$ cat config.mk
export PLATFORM = sky130hd
export DESIGN_NAME = cbs_weight
export DESIGN_NICKNAME = d
export VERILOG_FILES = /design/src/rtl/cbs_pkg.sv /design/src/rtl/cbs_weight.sv
export SDC_FILE = /design/constraint.sdc
export NUM_CORES = 2
export LEC_CHECK = 0
export ABC_CLOCK_PERIOD_IN_PS = 11700
export BUFFER_PORTS_ARGS = -buffer_cell sky130_fd_sc_hd__buf_2
export CORE_UTILIZATION = 41
export CTS_BUF_LIST = sky130_fd_sc_hd__clkbuf_8
export DETAILED_ROUTE_END_ITERATION = 10
export PLACE_DENSITY = 0.54
export SLEW_MARGIN = 20
export SYNTH_ARGS = -nofsm -noshare
export SYNTH_HDL_FRONTEND = slang
export SYNTH_SLANG_ARGS = --single-unit
$ cat constraint.sdc
create_clock -name clk -period 11.7 [get_ports clk]
set_input_delay 1.17 -clock clk [delete_from_list [all_inputs] [get_ports clk]]
set_output_delay 1.17 -clock clk [all_outputs]
set_load 0.005 [all_outputs]
$ cat src/rtl/cbs_pkg.sv
// Package for the cubic B-spline surface evaluator: sizes, codes, basis table.
// Used by cbs_weight and the top level of the block.
`default_nettype none
package cbs_pkg;
	localparam int MaxRows = 64;
	localparam int MaxCols = 64;
	localparam int CoordW = 24;
	localparam int RowW = $clog2(MaxRows);
	localparam int ColW = $clog2(MaxCols);
	localparam int AddrW = RowW + ColW;
	localparam int Depth = MaxRows * MaxCols;
	localparam int SizeW = 7;

	typedef enum logic [0:0] {REQ_WRITE = 1'b0, REQ_EVAL = 1'b1} req_t;
	typedef enum logic [0:0] {REG_ROWS = 1'b0, REG_COLS = 1'b1} reg_idx_t;

	typedef enum logic [2:0] {
		ST_IDLE, ST_WGT, ST_READ, ST_MAC, ST_DONE
	} state_t;

	// 12 x basis coefficient, [class][point][power]; class is 0..4
	function automatic logic signed [6:0] basis12(input logic [2:0] cls,
			input logic [1:0] pt, input logic [1:0] pw);
		logic signed [6:0] t [0:79];
		begin
			t = '{12,-36,36,-12, 0,36,-54,21, 0,0,18,-11, 0,0,0,2,
				3,-9,9,-3, 7,3,-15,7, 2,6,6,-6, 0,0,0,2,
				2,-6,6,-2, 8,0,-12,6, 2,6,6,-6, 0,0,0,2,
				2,-6,6,-2, 8,0,-12,6, 2,6,6,-7, 0,0,0,3,
				2,-6,6,-2, 7,-3,-15,11, 3,9,9,-21, 0,0,0,12};
			basis12 = t[{cls, pt, pw}];
		end
	endfunction
endpackage
`default_nettype wire

$ cat src/rtl/cbs_weight.sv
// Per-direction span and Q16 basis weight unit: one weight per call, Horner
// form evaluated step by step through one shared multiplier. Uses cbs_pkg.
`default_nettype none
module cbs_weight import cbs_pkg::*; (
	input  wire logic              clk,
	input  wire logic              arst_n,
	input  wire logic              start,
	input  wire logic [16:0]       par,
	input  wire logic [SizeW-1:0]  size,
	input  wire logic [1:0]        pt,
	output      logic              done,
	output      logic [5:0]        span,
	output      logic signed [17:0] weight
);
	// s in Q16 (0..65536); Horner: acc = ((c3*s + c2*2^16)*s + c1*2^32)*s + c0*2^48
	logic [2:0]         step_q;
	logic               busy_q;
	logic [16:0]        s_q;
	logic [5:0]         j_q;
	logic [2:0]         cls_q;
	logic signed [71:0] acc_q;
	logic [22:0]        prod;
	logic [5:0]         n;
	logic [16:0]        p;
	logic [5:0]         jraw;
	logic [16:0]        sraw;
	logic [5:0]         jc;
	logic [2:0]         cls;
	logic signed [6:0]  cf;
	logic signed [71:0] mulr;
	logic signed [71:0] num;
	logic [17:0]        q4;
	logic [36:0]        qm;

	assign n = 6'(size - 7'd3);
	assign p = (par > 17'd65536) ? 17'd65536 : par;
	assign prod = 23'(p) * 23'(n);
	assign jraw = prod[21:16];
	assign sraw = {1'b0, prod[15:0]};
	always_comb begin
		jc = jraw;
		if ({1'b0, prod[22:16]} >= {2'b0, n}) jc = n - 6'd1;
		if (jc == 6'd0) cls = 3'd0;
		else if (jc == 6'd1) cls = 3'd1;
		else if ({1'b0, jc} + 7'd5 < size) cls = 3'd2;
		else if ({1'b0, jc} + 7'd4 < size) cls = 3'd3;
		else cls = 3'd4;
	end

	assign cf = basis12(cls_q, pt, 2'(3 - step_q));
	// acc * s; acc stays below ~2^56 so low 72 bits are exact
	assign mulr = acc_q * $signed({1'b0, s_q});
	assign num = acc_q + 72'sd25769803776;
	// floor(num / (12*2^32)) = floor((num >> 34) / 3); num >= 0 for every weight,
	// and num >> 34 stays below 2^19 where the reciprocal 349526 / 2^20 is exact
	assign q4 = 18'(num >>> 34);
	assign qm = 37'(q4) * 37'd349526;

	always_ff @(posedge clk or negedge arst_n) begin
		if (!arst_n) begin
			busy_q <= 1'b0;
			step_q <= '0;
			done <= 1'b0;
		end else begin
			done <= 1'b0;
			if (start) begin
				busy_q <= 1'b1;
				step_q <= 3'd0;
				j_q <= jc;
				s_q <= ({1'b0, prod[22:16]} >= {2'b0, n}) ? 17'd65536 : sraw;
				cls_q <= cls;
			end else if (busy_q) begin
				step_q <= step_q + 3'd1;
				if (step_q == 3'd0) acc_q <= 72'(cf);
				else if (step_q < 3'd4) acc_q <= mulr + (72'(cf) <<< 16 * step_q);
				else begin
					busy_q <= 1'b0;
					done <= 1'b1;
					span <= j_q;
					weight <= {1'b0, qm[36:20]};
				end
			end
		end
	end
endmodule
`default_nettype wire

# --- Word level (Yosys, flattened, before mapping) ---
# Memory sizes are Yosys's and may differ from the RTL's.
# Cells that the tools add are included.
op_classes:
  muxes: 20
  add_sub_neg: 8
  mul: 3
  bitwise_logic: 4
  reduce_logical: 9
  n_lt_le_gt_ge: 6
  shift: 1
  eq_ne: 1
op_table:
  columns: ["cell", "count"]
  rows:
  - ["72-bit 2-to-1 mux", 2]
  - ["72-bit adder", 1]
  - ["72-bit by 18-bit multiplier with 72-bit output", 1]
  - ["7-bit by 7-bit <<< shifter with 72-bit output", 1]
  - ["52-bit by 36-bit adder with 52-bit output, second input constant", 1]
  - ["18-bit by 18-bit multiplier with 36-bit output, second input constant", 1]
  - ["17-bit 2-to-1 mux", 2]
  - ["17-bit by 6-bit multiplier with 23-bit output", 1]
  - ["17-bit greater-than comparator, second input constant", 1]
  - ["6-bit by 3-bit adder with 7-bit output, second input constant", 2]
  - ["7-bit less-than comparator", 2]
  - ["7-bit 2-to-1 mux", 2]
  - ["1-bit 2-to-1 mux", 9]
  - ["3-bit 2-to-1 mux", 3]
  - ["8-bit greater-or-equal comparator, second input constant", 1]
  - ["7-bit NOT with 8-bit output", 1]
  - ["7-bit by 6-bit greater-or-equal comparator with 1-bit output", 1]
  - ["6-bit by 1-bit equality test with 1-bit output, second input constant", 1]
  - ["6-bit zero test", 1]
  - ["6-bit 2-to-1 mux", 1]
  - ["6-bit by 1-bit subtractor with 6-bit output, second input constant", 1]
  - ["6-bit by 2-bit subtractor with 6-bit output, second input constant", 1]
  - ["5-bit AND reduction", 1]
  - ["4-bit AND reduction", 1]
  - ["10 further kinds", 13]
word_totals:
  register_bits: 126
  romBits: 896
  wordCells: 65
  n_memories: 1
memory_table:
  columns: ["name", "depth", "width", "read_ports", "rd_ports_with_merged_regs", "write_ports", "line_no", "source"]
  rows:
  - ["(no name shown)", 128, 7, 1, 0, 0, "cbs_pkg.sv:31", "basis12 = t[{cls, pt, pw}];"]

# --- Depth between registers and ports, before layout ---
logic_depth:
  depth_word: 10
  mapped_depth: 43
  depth_no_buf: 41

# --- Least setup slack after synthesis ---
# Ideal clock, no wire load.
synth_timing:
  path_type: "in2reg"
  start: "in size[0]"
  end: "reg cls_q[0], data pin"
  t_arrival_ns: 9.000
  setup_time_ns: 0.265
  slack_ns: 2.434
  cell_stages: 42
  t_required_ns: 11.435
  cell_sequence: "clkbuf_1 -> a21oi_1 -> and3_1 -> xnor2_1 -> nor2_1 -> clkbuf_1 -> and2_1 -> fa_1 -> fa_1 -> inv_1 -> fa_1 -> inv_1 -> ha_1 -> o21a_1 -> o2111a_1 -> a31oi_1 -> o21bai_1 -> a21oi_1 -> [6 not listed] -> a21o_1 -> a311oi_1 -> mux2_4 -> inv_2 -> buf_6 -> mux2i_2 -> inv_2 -> ha_1 -> a21oi_1 -> xnor2_1 -> ha_1 -> nor2b_1 -> o21ai_0 -> nand2b_1 -> a221oi_1 -> o31a_1 -> nor3_1 -> a2bb2oi_1"
synth_between:
  elab_chain_len: 9
  elab_cells_between_ends: 14
synth_lines:
  columns: ["item", "line_no", "source"]
  rows:
  - ["from (decl)", "cbs_weight.sv:9", "input wire logic [SizeW-1:0] size,"]
  - ["6-bit by 2-bit subtractor with 6-bit output *", "cbs_weight.sv:35", "assign n = 6'(size - 7'd3);"]
  - ["17-bit by 6-bit multiplier with 23-bit output", "cbs_weight.sv:37", "assign prod = 23'(p) * 23'(n);"]
  - ["7-bit by 6-bit greater-or-equal comparator with 1-bit output", "cbs_weight.sv:42", "if ({1'b0, prod[22:16]} >= {2'b0, n}) jc = n - 6'd1;"]
  - ["6-bit 2-to-1 mux *", "cbs_weight.sv:42", null]
  - ["named net jc[2]", "cbs_weight.sv:27", "logic [5:0] jc;"]
  - ["6-bit by 3-bit adder with 7-bit output", "cbs_weight.sv:46", "else if ({1'b0, jc} + 7'd4 < size) cls = 3'd3;"]
  - ["7-bit less-than comparator", "cbs_weight.sv:46", null]
  - ["3-bit 2-to-1 mux", "cbs_weight.sv:46", null]
  - ["2-bit 2-to-1 mux", "cbs_weight.sv:45", "else if ({1'b0, jc} + 7'd5 < size) cls = 3'd2;"]
  - ["1-bit 2-to-1 mux", "cbs_weight.sv:44", "else if (jc == 6'd1) cls = 3'd1;"]
  - ["to (signal assigned)", "cbs_weight.sv:71", "cls_q <= cls;"]
  - ["to (decl)", "cbs_weight.sv:20", "logic [2:0] cls_q;"]
# Mark *: on every way through the listed nets, which the timed path passes. The rest lies on a longest branch.
# A chain may end at the register's enable or synchronous reset.

# --- Worst setup path after layout ---
layout_timing:
  start: "in par[0]"
  end: "reg cls_q[1], data pin"
layout_between:
  elab_chain_len: 9
  elab_cells_between_ends: 14
layout_lines:
  columns: ["item", "line_no", "source"]
  rows:
  - ["from (decl)", "cbs_weight.sv:8", "input wire logic [16:0] par,"]
  - ["17-bit greater-than comparator", "cbs_weight.sv:36", "assign p = (par > 17'd65536) ? 17'd65536 : par;"]
  - ["17-bit 2-to-1 mux *", "cbs_weight.sv:36", null]
  - ["17-bit by 6-bit multiplier with 23-bit output *", "cbs_weight.sv:37", null]
  - ["7-bit by 6-bit greater-or-equal comparator with 1-bit output", "cbs_weight.sv:42", null]
  - ["6-bit 2-to-1 mux *", "cbs_weight.sv:42", null]
  - ["named net jc[2]", "cbs_weight.sv:27", null]
  - ["6-bit by 3-bit adder with 7-bit output", "cbs_weight.sv:46", null]
  - ["7-bit less-than comparator", "cbs_weight.sv:46", null]
  - ["3-bit 2-to-1 mux", "cbs_weight.sv:46", null]
  - ["2-bit 2-to-1 mux", "cbs_weight.sv:45", null]
# Marked as above.

==> results.json <==
{
  "synth.top_cell.area_share": 0.442,
  "cts-root-buf": "clkbuf_8",
  "htree_levels": 3,
  "yosys_register_bits": 106,
  "finalClockSkew_ps": 27.4,
  "setup_viol": 0,
  "cp.required_ps": 11990,
  "instances_no_fill": 5290,
  "preCtsSetupSlack_ps": 1480,
  "period_needed_ps": 9830,
  "critPathLaunch": "par[0]",
  "finalWirelength_mm": 94.9,
  "gr-total-overflow": 0,
  "fin_ws_ps": 1870,
  "crit_path_end_kind": "flip-flop",
  "grt_pass1_vias": 28613,
  "status": "finished, final reports clean",
  "grt_max_degree": 53,
  "first_pass_iters": 5,
  "via_per_inst": 5.03,
  "ctsHoldBuffers": 0,
  "cts_tree": "built",
  "area_growth_pct": 4.76,
  "fin_util": 0.434,
  "start_util": 0.414,
  "drv_cap": 0,
  "yosysUniqueCellTypes": 83,
  "synth.area.top_cells": "fa_1, ha_1, inv_1",
  "core_um2": 91700,
  "fin_nets": 5316,
  "min_from": "j_q[1]$_DFFE_PP_",
  "fmax_mhz": 102,
  "synth_top_area_cell": "fa_1",
  "setup_tns_ps": 0,
  "synth_area_um2": 38000,
  "antenna_found_initial": 3,
  "cts_buffers": 9,
  "drc": 0,
  "hold_viol": 0,
  "place.port_buffers": 52,
  "postCtsSetupBuffers": 0,
  "clkLatencyLatePin_ps": 460,
  "tightest_slew_ps": 918,
  "cpPeakStageDelay_ps": 540,
  "first_iter_violations": 1421,
  "slew_violations": 0,
  "crit_path_start_kind": "primary input",
  "dp.cells": 5272,
  "synth_flop_cell": "edfxtp_1",
  "chipHeight_um": 306,
  "cts_resized": 0,
  "cts.path.max_buffers": 2,
  "ant_nets": 0,
  "wl_per_cell_um": 17.9,
  "final_layout_size_suffix_gt1_frac": 0.0407,
  "synth-edff-count": 101,
  "rsz0062_at_grt": "no",
  "synth_async_sr_flop_share": 0.0472,
  "gp_congestion": 0.889,
  "num_vias": 26625,
  "rows": 111,
  "slowest_stage": "fa_1",
  "grtUsageTotal": 0.214,
  "min_path_type": "flip-flop to flip-flop",
  "fin_crit_sh": 0.840,
  "rrSetupSlack_ps": 3100,
  "clk_pin_slew_ps": 100,
  "hpwlAfterDp_mm": 77.2,
  "fp.dieW_um": 306,
  "syn_area_per_cell_um2": 9.15,
  "crit_type": "primary input to flip-flop",
  "synthCells": 4147,
  "grt_pass1_wl_mm": 159,
  "relSlewSlack": 0.388,
  "crit_arrival_ps": 10120,
  "dieArea_um2": 93800,
  "ios": 54,
  "yosysSeqAreaShare": 0.0832,
  "clock-sinks": 106,
  "critical-path-top-cell-by-count": "ha_1",
  "crit_fanout": 20,
  "rr_startpoint": "step_q[1]$_DFFE_PN0P_",
  "yosysWarnings": 0,
  "synthesis.nets": 5365
}
[metrics by stage]
| step | hold WS, ps | cell area [um2] |
|---|---|---|
| 3_5_place_dp | 415 | 39500 |
| 3_3_place_gp | 416 | 39500 |
| 5_1_grt | 444 | 39800 |
| 4_1_cts | 441 | 39700 |
| 2_1_floorplan | 400 | 38000 |
| 6_report | 436 | 39800 |
[placed cells by master, fill, tap and decap left out, types with 8 or more instances in the layout]
cell type / netlist / layout
inv_1: 994 / 994
fa_1: 839 / 839
nand2_1: 635 / 635
ha_1: 350 / 350
and2_1: 313 / 312
edfxtp_1: 101 / 101
a21oi_1: 89 / 89
o21ai_0: 87 / 87
xnor2_1: 85 / 85
nor2_1: 83 / 82
buf_4: 1 / 63
buf_2: 2 / 52
xor2_1: 44 / 44
a21o_1: 42 / 42
nand3_1: 26 / 26
a31oi_1: 22 / 22
nor3_1: 23 / 22
o21a_1: 19 / 19
nand2b_1: 18 / 18
nor2b_1: 17 / 17
and3_1: 14 / 14
o21bai_1: 10 / 10
a211oi_1: 10 / 10
o211ai_1: 9 / 9
clkbuf_8: 0 / 9
o2111ai_1: 8 / 8
nand4_1: 8 / 8
or2_2: 8 / 8
[registers in the layout, indices dropped and copies added, names as in the netlist]
| name | flops |
|---|---|
| cls_q | 3 |
| done | 1 |
| span | 6 |
| s_q | 17 |
| weight | 17 |
| step_q | 3 |
| j_q | 6 |
| busy_q | 1 |
| acc_q | 52 |
[cells in the mapped netlist (6+ instances only)]
cell type / count
clkbuf_1: 167
xnor2_1: 85
nor4_1: 6
and2_1: 313
nor2_1: 83
or2_2: 8
a211oi_1: 10
a31oi_1: 22
a211o_1: 6
xor2_1: 44
ha_1: 350
o21bai_1: 10
o21a_1: 19
nand3_1: 26
o211ai_1: 9
inv_1: 994
o21ai_0: 87
edfxtp_1: 101
nand2_1: 635
nor3_1: 23
o31ai_1: 7
a21boi_0: 6
nand4_1: 8
nor2b_1: 17
and3_1: 14
fa_1: 839
a21oi_1: 89
nand2b_1: 18
a21o_1: 42
o2111ai_1: 8
[cell families (layout without fill, tap and decap cells)]
group | Yosys count | count (layout) | synth area share
xor gates and xnor gates | 130 | 130 | 0.0304
AOI/OAI and AO/OA | 362 | 362 | 0.0623
DFF | 106 | 106 | 0.0832
buffers and inverters | 1173 | 1129 | 0.116
and+or+nand+nor | 1176 | 1176 | 0.146
muxes | 10 | 10 | 0.00349
adders and majority gates | 1189 | 1189 | 0.558
other | 1 | 2 | 0.0000988
[critical path, delay by kind of cell]
kind / cells / cell delay (ps)
XOR/XNOR: 2 / 380
AND/OR/NAND/NOR: 6 / 1070
multiplexers: 2 / 680
adder cells (fa/ha/maj): 7 / 2560
buffers and inverters: 7 / 880
AO/OA/AOI/OAI: 16 / 3390
[cell type report]
type                            instances  area (um2)
Antenna cell                            1        2.50
Timing Repair Buffer                  116         748
Multi-Input combinational cell       2868       30400
Fill cell                            9149       51900
Tap cell                             1186        1480
Sequential cell                       106        3160
Clock buffer                            9         124
Clock inverter                          7        93.8
Inverter                              997        3740
[final timing paths]
kind                       cells after the start                     end
min                                            0       span[1]$_DFFE_PP_
min in group asynchronous                      1   step_q[0]$_DFFE_PN0P_
max reg2reg                                   25     acc_q[48]$_DFFE_PP_
min reg2reg                                    0       span[1]$_DFFE_PP_
max in group asynchronous                      1   step_q[1]$_DFFE_PN0P_
max                                           40  cls_q[1]$_SDFFCE_PP0P_
[routing by layer]
layer  global-route usage  up-vias  wire length (um)
li1                     -    12305                 -
met1                0.310    13717             44700
met2                0.354      520             45200
met3               0.0140       83              3290
met4               0.0433        0              1740
met5                    0        -                 0
Power is not shown: default switching activity piles up to over one toggle a cycle in this logic, so the estimate is an artifact.
